<file path="config.mk">
export PLATFORM = sky130hd
export DESIGN_NAME = zero_suppress_bunch_packer
export DESIGN_NICKNAME = d
export VERILOG_FILES = /design/src/rtl/zsbp_pkg.sv /design/src/rtl/zsbp_front.sv /design/src/rtl/zsbp_queue.sv /design/src/rtl/zsbp_back.sv /design/src/rtl/zero_suppress_bunch_packer.sv
export SDC_FILE = /design/constraint.sdc
export NUM_CORES = 1
export LEC_CHECK = 0
export ABC_AREA = 0
export BUFFER_PORTS_ARGS = -buffer_cell sky130_fd_sc_hd__buf_2
export CAP_MARGIN = 20
export CELL_PAD_IN_SITES_DETAIL_PLACEMENT = 1
export CELL_PAD_IN_SITES_GLOBAL_PLACEMENT = 1
export CORE_AREA = 2 2 155 308
export DETAILED_ROUTE_END_ITERATION = 6
export DIE_AREA = 0 0 157 310
export GPL_TIMING_DRIVEN = 0
export PLACE_DENSITY_LB_ADDON = 0.3
export SETUP_SLACK_MARGIN = 0.15
export SYNTH_ARGS = -nofsm -noshare
export SYNTH_HDL_FRONTEND = slang
export SYNTH_SLANG_ARGS = --single-unit
</file>
<file path="constraint.sdc">
create_clock -name clk_i -period 8.4 [get_ports clk_i]
set_clock_uncertainty 0.2 [all_clocks]
set_input_delay 1.68 -clock clk_i [delete_from_list [all_inputs] [get_ports clk_i]]
set_output_delay 1.68 -clock clk_i [all_outputs]
set_load 0.1 [all_outputs]
</file>
<file path="src/rtl/zsbp_pkg.sv">
// Shared types and constants of the zero suppression bunch packer.
`timescale 1ns / 1ps

package zsbp_pkg;

  // Command codes carried by each input request
  typedef enum logic [1:0] {
    CMD_SAMPLE      = 2'd0,
    CMD_END_CHANNEL = 2'd1,
    CMD_FLUSH       = 2'd2
  } cmd_e;

  // Configuration register indexes
  localparam logic REG_THRESHOLD = 1'b0;

  localparam int unsigned WORD_BITS   = 10;
  localparam int unsigned CELL_BITS   = 32;
  localparam int unsigned BLOCK_WORDS = 16;
  localparam int unsigned BLOCK_CELLS = 5;
  localparam int unsigned QUEUE_DEPTH = 4;

  localparam logic [WORD_BITS-1:0] PAD_WORD     = 10'h2AA;
  localparam logic [WORD_BITS-1:0] MAX_WORD     = 10'h3FF;
  localparam logic [3:0]           TRAILER_MARK = 4'hA;
  localparam logic [3:0]           LAST_FILL    = 4'd15;
  localparam logic [2:0]           LAST_CELL    = 3'd4;

  typedef logic [WORD_BITS-1:0] word_t;

  // One job: the ordered 10-bit words that one input request produces.
  // Order is data words, then pad words, then the trailer.
  typedef struct packed {
    logic [3:0]      n_words;    // total words, 1..15
    logic [1:0]      d_cnt;      // data words at the start, 0..2
    logic [3:0]      trl_start;  // position of the first trailer word
    word_t [1:0]     data;
    word_t [2:0]     trl;        // fourth trailer word is always the pad word
  } job_t;

  typedef logic [BLOCK_CELLS-1:0][CELL_BITS-1:0] block_t;
  typedef logic [BLOCK_WORDS-1:0][WORD_BITS-1:0] pack_t;

  // Clamp a 12-bit value into the 10-bit word range
  function automatic word_t sat10(input logic [11:0] v);
    word_t r;
    if (v > {2'b00, MAX_WORD}) begin
      r = MAX_WORD;
    end else begin
      r = v[WORD_BITS-1:0];
    end
    return r;
  endfunction

endpackage

</file>
<file path="src/rtl/zsbp_front.sv">
// Front end: classifies each request and turns it into a job of 10-bit words.
`timescale 1ns / 1ps

module zsbp_front
  import zsbp_pkg::*;
#(
  parameter int unsigned MAX_TIME_BINS = 1024
) (
  input  logic        clk_i,
  input  logic        rst_ni,
  input  logic        accept_i,
  input  logic [1:0]  command_i,
  input  logic [11:0] adc_value_i,
  input  logic [11:0] hw_address_i,
  input  logic [11:0] threshold_i,
  output logic        job_valid_o,
  output job_t        job_o
);

  localparam int unsigned TW = $clog2(MAX_TIME_BINS + 1);
  localparam logic [TW-1:0] TIME_LIMIT = TW'(MAX_TIME_BINS);

  logic [TW-1:0] time_q, time_d;
  logic [TW-1:0] last_hit_q, last_hit_d;
  logic [TW-1:0] len_q, len_d;
  logic          open_q, open_d;
  logic [9:0]    wc_q, wc_d;
  logic          any_q, any_d;
  logic [3:0]    fill_q, fill_d;

  logic          in_range, hit, close_en, any_after;
  logic [9:0]    wc_close;
  logic [3:0]    fill_close, pad;
  logic [TW:0]   len_plus2;
  job_t          job;

  assign in_range  = (time_q < TIME_LIMIT);
  assign hit       = (adc_value_i >= threshold_i);
  assign len_plus2 = {1'b0, len_q} + (TW + 1)'(2);

  always_comb begin
    time_d     = time_q;
    last_hit_d = last_hit_q;
    len_d      = len_q;
    open_d     = open_q;
    wc_d       = wc_q;
    any_d      = any_q;
    close_en   = 1'b0;
    any_after  = any_q;
    wc_close   = wc_q;
    fill_close = fill_q;
    pad        = 4'd0;
    job        = '0;
    job.trl[0] = hw_address_i[9:0];

    case (cmd_e'(command_i))
      CMD_SAMPLE: begin
        if (in_range) begin
          time_d = time_q + TW'(1);
          if (hit) begin
            job.d_cnt   = 2'd1;
            job.data[0] = sat10(adc_value_i);
            last_hit_d  = time_q;
            open_d      = 1'b1;
            len_d       = len_q + TW'(1);
            wc_d        = wc_q + 10'd1;
            any_d       = 1'b1;
          end else if (open_q) begin
            close_en    = 1'b1;
            job.d_cnt   = 2'd2;
            job.data[0] = sat10(12'(last_hit_q));
            job.data[1] = sat10(12'(len_plus2));
            open_d      = 1'b0;
            len_d       = '0;
            wc_d        = wc_q + 10'd2;
            any_d       = 1'b1;
          end
        end
        job.n_words   = 4'(job.d_cnt);
        job.trl_start = 4'(job.d_cnt);
      end
      CMD_END_CHANNEL: begin
        // close the open bunch, then, if the channel had data, pad to a four-word boundary and add the trailer
        close_en = open_q;
        if (open_q) begin
          job.d_cnt   = 2'd2;
          job.data[0] = sat10(12'(last_hit_q));
          job.data[1] = sat10(12'(len_plus2));
        end
        any_after  = any_q | close_en;
        wc_close   = wc_q + (close_en ? 10'd2 : 10'd0);
        fill_close = fill_q + 4'(job.d_cnt);
        if (any_after) begin
          pad = {2'b00, 2'(4'd0 - fill_close)};
        end
        job.trl_start = 4'(job.d_cnt) + pad;
        job.n_words   = job.trl_start + (any_after ? 4'd4 : 4'd0);
        job.trl[1]    = {wc_close[3:0], TRAILER_MARK, hw_address_i[11:10]};
        job.trl[2]    = {TRAILER_MARK, wc_close[9:4]};
        time_d     = '0;
        last_hit_d = '0;
        open_d     = 1'b0;
        len_d      = '0;
        wc_d       = '0;
        any_d      = 1'b0;
      end
      CMD_FLUSH: begin
        // pad the partial block up to sixteen words
        job.n_words   = 4'd0 - fill_q;
        job.trl_start = job.n_words;
      end
      default: begin
        job.n_words = 4'd0;
      end
    endcase

    fill_d = fill_q + job.n_words;
  end

  assign job_valid_o = accept_i && (job.n_words != 4'd0);
  assign job_o       = job;

  // Advance channel state on each accepted request
  always_ff @(posedge clk_i or negedge rst_ni) begin
    if (!rst_ni) begin
      time_q     <= '0;
      last_hit_q <= '0;
      len_q      <= '0;
      open_q     <= 1'b0;
      wc_q       <= '0;
      any_q      <= 1'b0;
      fill_q     <= '0;
    end else if (accept_i) begin
      time_q     <= time_d;
      last_hit_q <= last_hit_d;
      len_q      <= len_d;
      open_q     <= open_d;
      wc_q       <= wc_d;
      any_q      <= any_d;
      fill_q     <= fill_d;
    end
  end

endmodule

</file>
<file path="src/rtl/zsbp_queue.sv">
// Short job queue between the front end and the packer.
`timescale 1ns / 1ps

module zsbp_queue
  import zsbp_pkg::*;
(
  input  logic clk_i,
  input  logic rst_ni,
  input  logic wr_en_i,
  input  job_t wr_job_i,
  output logic full_o,
  output logic rd_valid_o,
  output job_t rd_job_o,
  input  logic rd_pop_i
);

  localparam int unsigned PW = $clog2(QUEUE_DEPTH);

  job_t [QUEUE_DEPTH-1:0] mem_q;
  logic [PW-1:0]          wr_ptr_q, rd_ptr_q;
  logic [PW:0]            count_q;
  logic                   do_wr, do_rd;

  assign full_o     = (count_q == (PW + 1)'(QUEUE_DEPTH));
  assign rd_valid_o = (count_q != '0);
  assign rd_job_o   = mem_q[rd_ptr_q];
  assign do_wr      = wr_en_i && !full_o;
  assign do_rd      = rd_pop_i && rd_valid_o;

  // Store incoming jobs
  always_ff @(posedge clk_i) begin
    if (do_wr) begin
      mem_q[wr_ptr_q] <= wr_job_i;
    end
  end

  // Move pointers and occupancy
  always_ff @(posedge clk_i or negedge rst_ni) begin
    if (!rst_ni) begin
      wr_ptr_q <= '0;
      rd_ptr_q <= '0;
      count_q  <= '0;
    end else begin
      if (do_wr) begin
        wr_ptr_q <= wr_ptr_q + PW'(1);
      end
      if (do_rd) begin
        rd_ptr_q <= rd_ptr_q + PW'(1);
      end
      if (do_wr && !do_rd) begin
        count_q <= count_q + (PW + 1)'(1);
      end else if (!do_wr && do_rd) begin
        count_q <= count_q - (PW + 1)'(1);
      end
    end
  end

endmodule

</file>
<file path="src/rtl/zsbp_back.sv">
// Back end: packs 10-bit words into 160-bit blocks and drains them as 32-bit words.
`timescale 1ns / 1ps

module zsbp_back
  import zsbp_pkg::*;
(
  input  logic        clk_i,
  input  logic        rst_ni,
  input  logic        job_valid_i,
  input  job_t        job_i,
  output logic        job_pop_o,
  output logic        empty_o,
  input  logic        pop_i,
  output logic [31:0] out_word_o,
  output logic        last_of_block_o
);

  pack_t      pack_q;
  block_t     blk_q;
  logic       blk_valid_q;
  logic [2:0] idx_q;
  logic [3:0] fill_q;
  logic [3:0] step_q;

  logic       blk_free, adv, job_done, take;
  logic [3:0] trl_pos;
  word_t      word;

  // Pick the current word of the job at the queue head
  always_comb begin
    trl_pos = step_q - job_i.trl_start;
    if (step_q < 4'(job_i.d_cnt)) begin
      word = job_i.data[step_q[0]];
    end else if (step_q < job_i.trl_start) begin
      word = PAD_WORD;
    end else begin
      case (trl_pos[1:0])
        2'd0:    word = job_i.trl[0];
        2'd1:    word = job_i.trl[1];
        2'd2:    word = job_i.trl[2];
        default: word = PAD_WORD;
      endcase
    end
  end

  assign take      = pop_i && blk_valid_q;
  assign blk_free  = !blk_valid_q || (take && (idx_q == LAST_CELL));
  assign adv       = job_valid_i && ((fill_q != LAST_FILL) || blk_free);
  assign job_done  = (step_q == job_i.n_words - 4'd1);
  assign job_pop_o = adv && job_done;

  assign empty_o         = !blk_valid_q;
  assign out_word_o      = blk_q[idx_q];
  assign last_of_block_o = (idx_q == LAST_CELL);

  // Insert the word; hand a completed block to the output register
  always_ff @(posedge clk_i) begin
    if (adv) begin
      pack_q[fill_q] <= word;
      if (fill_q == LAST_FILL) begin
        blk_q <= block_t'({word, pack_q[BLOCK_WORDS-2:0]});
      end
    end
  end

  // Hold fill, job step and output drain state
  always_ff @(posedge clk_i or negedge rst_ni) begin
    if (!rst_ni) begin
      fill_q      <= '0;
      step_q      <= '0;
      blk_valid_q <= 1'b0;
      idx_q       <= '0;
    end else begin
      if (adv) begin
        fill_q <= fill_q + 4'd1;
        step_q <= job_done ? 4'd0 : step_q + 4'd1;
      end
      if (adv && (fill_q == LAST_FILL)) begin
        blk_valid_q <= 1'b1;
        idx_q       <= '0;
      end else if (take) begin
        if (idx_q == LAST_CELL) begin
          blk_valid_q <= 1'b0;
          idx_q       <= '0;
        end else begin
          idx_q <= idx_q + 3'd1;
        end
      end
    end
  end

endmodule

</file>
<file path="src/rtl/zero_suppress_bunch_packer.sv">
// Top level of the zero suppression bunch packer.
//
//   channel   direction  handshake                 payload
//   input     in         push / full               command_i, adc_value_i, hw_address_i
//   result    out        empty / pop               out_word_o, last_of_block_o
//   config    in         psel penable pwrite ...   threshold at byte address 0
//
// The front end takes one request per clock whenever the four-entry job queue has room.
// The packer inserts one 10-bit word per clock while it is not stalled, and a request
// yields 0 to 15 words (a sample 0 to 2, end of channel up to 9, flush up to 15).
// A finished block drains in five pops; the packer stalls only when a new block
// completes while the previous one still has words waiting. Reset needs no clearing pass.
`timescale 1ns / 1ps

module zero_suppress_bunch_packer
  import zsbp_pkg::*;
#(
  parameter int unsigned MAX_TIME_BINS = 1024
) (
  input  logic        clk_i,
  input  logic        rst_ni,
  input  logic        push,
  output logic        full,
  input  logic [1:0]  command_i,
  input  logic [11:0] adc_value_i,
  input  logic [11:0] hw_address_i,
  output logic        empty,
  input  logic        pop,
  output logic [31:0] out_word_o,
  output logic        last_of_block_o,
  input  logic        psel,
  input  logic        penable,
  input  logic        pwrite,
  input  logic [2:0]  paddr,
  input  logic [31:0] pwdata,
  output logic [31:0] prdata,
  output logic        pready
);

  logic [11:0] threshold_q;
  logic        accept, job_valid, q_valid, q_pop;
  job_t        job, q_job;

  // Configuration register
  assign pready = 1'b1;
  assign prdata = (paddr[2] == REG_THRESHOLD) ? {20'd0, threshold_q} : 32'd0;

  always_ff @(posedge clk_i or negedge rst_ni) begin
    if (!rst_ni) begin
      threshold_q <= '0;
    end else if (psel && penable && pwrite && pready && (paddr[2] == REG_THRESHOLD)) begin
      threshold_q <= pwdata[11:0];
    end
  end

  assign accept = push && !full;

  zsbp_front #(
    .MAX_TIME_BINS(MAX_TIME_BINS)
  ) u_front (
    .clk_i        (clk_i),
    .rst_ni       (rst_ni),
    .accept_i     (accept),
    .command_i    (command_i),
    .adc_value_i  (adc_value_i),
    .hw_address_i (hw_address_i),
    .threshold_i  (threshold_q),
    .job_valid_o  (job_valid),
    .job_o        (job)
  );

  zsbp_queue u_queue (
    .clk_i      (clk_i),
    .rst_ni     (rst_ni),
    .wr_en_i    (job_valid),
    .wr_job_i   (job),
    .full_o     (full),
    .rd_valid_o (q_valid),
    .rd_job_o   (q_job),
    .rd_pop_i   (q_pop)
  );

  zsbp_back u_back (
    .clk_i           (clk_i),
    .rst_ni          (rst_ni),
    .job_valid_i     (q_valid),
    .job_i           (q_job),
    .job_pop_o       (q_pop),
    .empty_o         (empty),
    .pop_i           (pop),
    .out_word_o      (out_word_o),
    .last_of_block_o (last_of_block_o)
  );

endmodule

</file>
==> flow_metrics.env <==
export IMPL_r2r_end="u_back.pack_q[93]$_DFFE_PP_"
export IMPL_routed_wl_um=56400
export IMPL_async_flop_share=0.135
export IMPL_fillCellCount=4252
export IMPL_root_buffer="clkbuf_16"
export IMPL_wl_met1_um=22600
export IMPL_r2r_slack_ns=3.13
export IMPL_grt_setup_unrepaired="false"
export IMPL_ys_seq_area_frac=0.732
export IMPL_whs_path_depth=0
export IMPL_h_tree_depth=2
export IMPL_period_needed_ns=5.51
export IMPL_drt_iter0_drc=1033
export IMPL_first_pass_iters=5
export IMPL_postCtsSetupBuffers=0
export IMPL_p_per_area_mw_per_mm2=418
export IMPL_portBuffers=91
export IMPL_yosys_most_used_dff="edfxtp_1"
export IMPL_path_clk_slew_ns=0.07
export IMPL_synth_common_cells="edfxtp_1 (514), nand2_1 (128), mux4_2 (83), dfrtp_1 (80), inv_1 (78)"
export IMPL_antenna_found_initial=0
export IMPL_tightest_slew_ns=1.01
export IMPL_relSlewSlack=0.326
export IMPL_wl_met3_um=2480
export IMPL_grt_max_degree=70
export IMPL_n_antenna_cell=0
export IMPL_cts_buffers=50
export IMPL_maxSlewViolCount=0
export IMPL_status="complete, no violations"
export IMPL_crit_type="reg -> out"
export IMPL_finalWorstSetupSlack_ns=2.89
export IMPL_drt_vias_per_instance=5.71
export IMPL_hold_viol_final=0
export IMPL_dr_total_vias=13100
export IMPL_io_pin_count=136
export IMPL_initial_core_util=0.514
export IMPL_hpwlAfterDp_um=37600
export IMPL_die_h_um=310
export IMPL_nNetsFinal=1740
export IMPL_cts_tree="done"
export IMPL_hp_start="u_back.pack_q[53]$_DFFE_PP_"
export IMPL_grt_util_all_layers=0.238
export IMPL_top_layer="met4"
export IMPL_max_cap_violations=0
export IMPL_drive_gt1_frac=0.208
export IMPL_final_seq_area_mm2=0.0174
export IMPL_die_area_mm2=0.0487
export IMPL_multiInputGateArea_mm2=0.00582
export IMPL_synth_edf_count=514
export IMPL_rows=112
export IMPL_drc=0
export IMPL_antenna_left=0
export IMPL_post_synth_cell_area_avg_um2=16.5
export IMPL_hold_buffers=0
export IMPL_hold_class="reg -> reg"
export IMPL_syn_area_mm2=0.0238
export IMPL_yosysTopAreaCell="edfxtp_1"
export IMPL_peakVddDrop_mv=0.318
export IMPL_grt_pass1_vias=14400
export IMPL_clock_path_buffers=3
export IMPL_crit_required_ns=6.52
export IMPL_grt_first_pass_wirelength_um=86000
export IMPL_gr_total_overflow=0
export IMPL_cts_resized=0
export IMPL_syn2layout_area_growth_pct=14.2
export IMPL_synthTopCellsByArea="edfxtp_1 (65%), dfrtp_1 (8.4%), mux4_2 (7.8%), ha_1 (2.2%), nand2_1 (2.0%)"
export IMPL_die_width_um=157
export IMPL_crit_fanout=10
export IMPL_fmax_mhz=182
export IMPL_yosysMostFrequentCell="edfxtp_1"
export IMPL_yosysWarnings=0
export IMPL_fin_crit_sh=0.656
export IMPL_synthCells=1447
export IMPL_place_gp_congestion=0.830
export IMPL_holdPathEnd="u_back.blk_q[53]$_DFFE_PP_"
export IMPL_r2r_cells=10
export IMPL_setup_violations=0
export IMPL_wl_per_cell_um=24.6
export IMPL_pre_cts_slack_ns=2.62
export IMPL_ys_seq_elements=594
export IMPL_wl_met2_um=29500
export IMPL_synth_top_cell_area_share=0.648
export IMPL_finalNonFillerCells=2297
export IMPL_dp_cells=2202
export IMPL_clk_latency_ns=0.58
export IMPL_reg2reg_from="u_queue.rd_ptr_q[1]$_DFFE_PN0P_"
export IMPL_core_area_mm2=0.0464
export IMPL_ys_types=67
export IMPL_worst_setup_path_end_kind="output port"
export IMPL_p_leak_nw=9.77
export IMPL_cts_sinks=594
export IMPL_start_kind="flop"
export IMPL_cp_arrival_ns=3.63
==> per-stage QoR <==
| stage | hold WS [ns] | power, mW | area (um2) | TNS, ns | utilization |
|---|---|---|---|---|---|
| floorplan | 0.200 | 7.30 | 23900 | 0 | - |
| global placement | 0.200 | 8.55 | 25100 | -151.05 | 0.542 |
| detailed placement | 0.205 | 8.94 | 25500 | 0 | 0.549 |
| CTS | 0.219 | 11.4 | 27200 | 0 | 0.587 |
| global route | 0.223 | 11.8 | 27200 | 0 | 0.587 |
| finish | 0.218 | 11.4 | 27200 | 0 | 0.587 |
==> registers in the layout (all words and copies together), names as in the netlist <==
| register | count |
|---|---|
| u_queue.count_q | 3 |
| u_front.len_q | 11 |
| u_back.fill_q | 4 |
| u_front.any_q | 1 |
| u_front.wc_q | 10 |
| u_front.fill_q | 4 |
| u_front.open_q | 1 |
| threshold_q | 12 |
| u_queue.wr_ptr_q | 2 |
| u_back.blk_q | 160 |
| u_queue.rd_ptr_q | 2 |
| u_front.last_hit_q | 11 |
| u_front.time_q | 11 |
| u_back.idx_q | 3 |
| u_back.blk_valid_q | 1 |
| u_back.pack_q | 150 |
| u_back.step_q | 4 |
| u_queue.mem_q | 204 |
==> logic make-up after synthesis <==
kind of cell / after synthesis / share of synthesized area
xor+xnor: 35 / 0.0129
mux: 115 / 0.0929
buf+inv: 160 / 0.0300
simple gates: 317 / 0.0630
other cells: 2 / 0.000315
compound gates: 180 / 0.0452
flops: 594 / 0.732
fa+ha+maj: 44 / 0.0240
==> critical path: stages, from the launching register on <==
cell      delay [ns]
dfrtp_1         0.39
clkbuf_1        0.57
buf_1           0.82
mux4_2          0.38
inv_1           0.05
o21ai_0         0.32
buf_2           0.51
==> cells in the final DEF (no fill, tap or decap), drive strengths merged, types with 13 or more instances in the layout <==
cell,synthesis,final
ha,41,41
nor3,13,13
edfxtp,514,514
inv,78,80
xor2,17,17
clkinv,1,22
mux4,83,83
a21oi,40,40
nand4,13,13
nor2,68,68
xnor2,18,18
conb,2,21
mux2,20,20
buf,40,149
nand3,16,16
o22ai,14,14
a31oi,14,14
and2,29,29
dfrtp,80,80
o21ai,72,72
nand2,128,128
clkbuf,41,103
==> worst max-delay path by stage <==
stage	slack [ns]	endpoint	start
CTS	2.83	out_word_o[17]	u_back.idx_q[0]$_DFFE_PN0P_
global route	2.65	out_word_o[17]	u_back.idx_q[0]$_DFFE_PN0P_
global placement	-0.93	u_back.blk_q[87]$_DFFE_PP_	pop
finish	2.89	out_word_o[17]	u_back.idx_q[0]$_DFFE_PN0P_
floorplan	0.96	u_back.blk_q[0]$_DFFE_PP_	pop
detailed placement	2.62	u_front.fill_q[3]$_DFFE_PN0P_	adc_value_i[5]
==> layout make-up <==
cell class / instances / area share
Buffer: 81 / 0.0155
Clock buffer: 61 / 0.0483
Clock inverter: 33 / 0.0154
Inverter: 79 / 0.0109
Multi-Input combinational cell: 712 / 0.214
Sequential cell: 594 / 0.641
Tap cell: 627 / 0.0288
Timing Repair Buffer: 110 / 0.0266
==> per-layer routing <==
| metal | up-vias | global-route usage |
|---|---|---|
| li1 | 5793 | - |
| met3 | 115 | 0.0274 |
| met1 | 6809 | 0.303 |
| met2 | 395 | 0.421 |
| met4 | 0 | 0.0858 |
| met5 | - | 0 |
==> report_power, final <==
group          switching (mW)  internal [mW]
clock network            1.06           1.40
registers               0.232           4.21
logic                    3.26           1.20
Note: power is estimated with default switching activity, not from simulation.
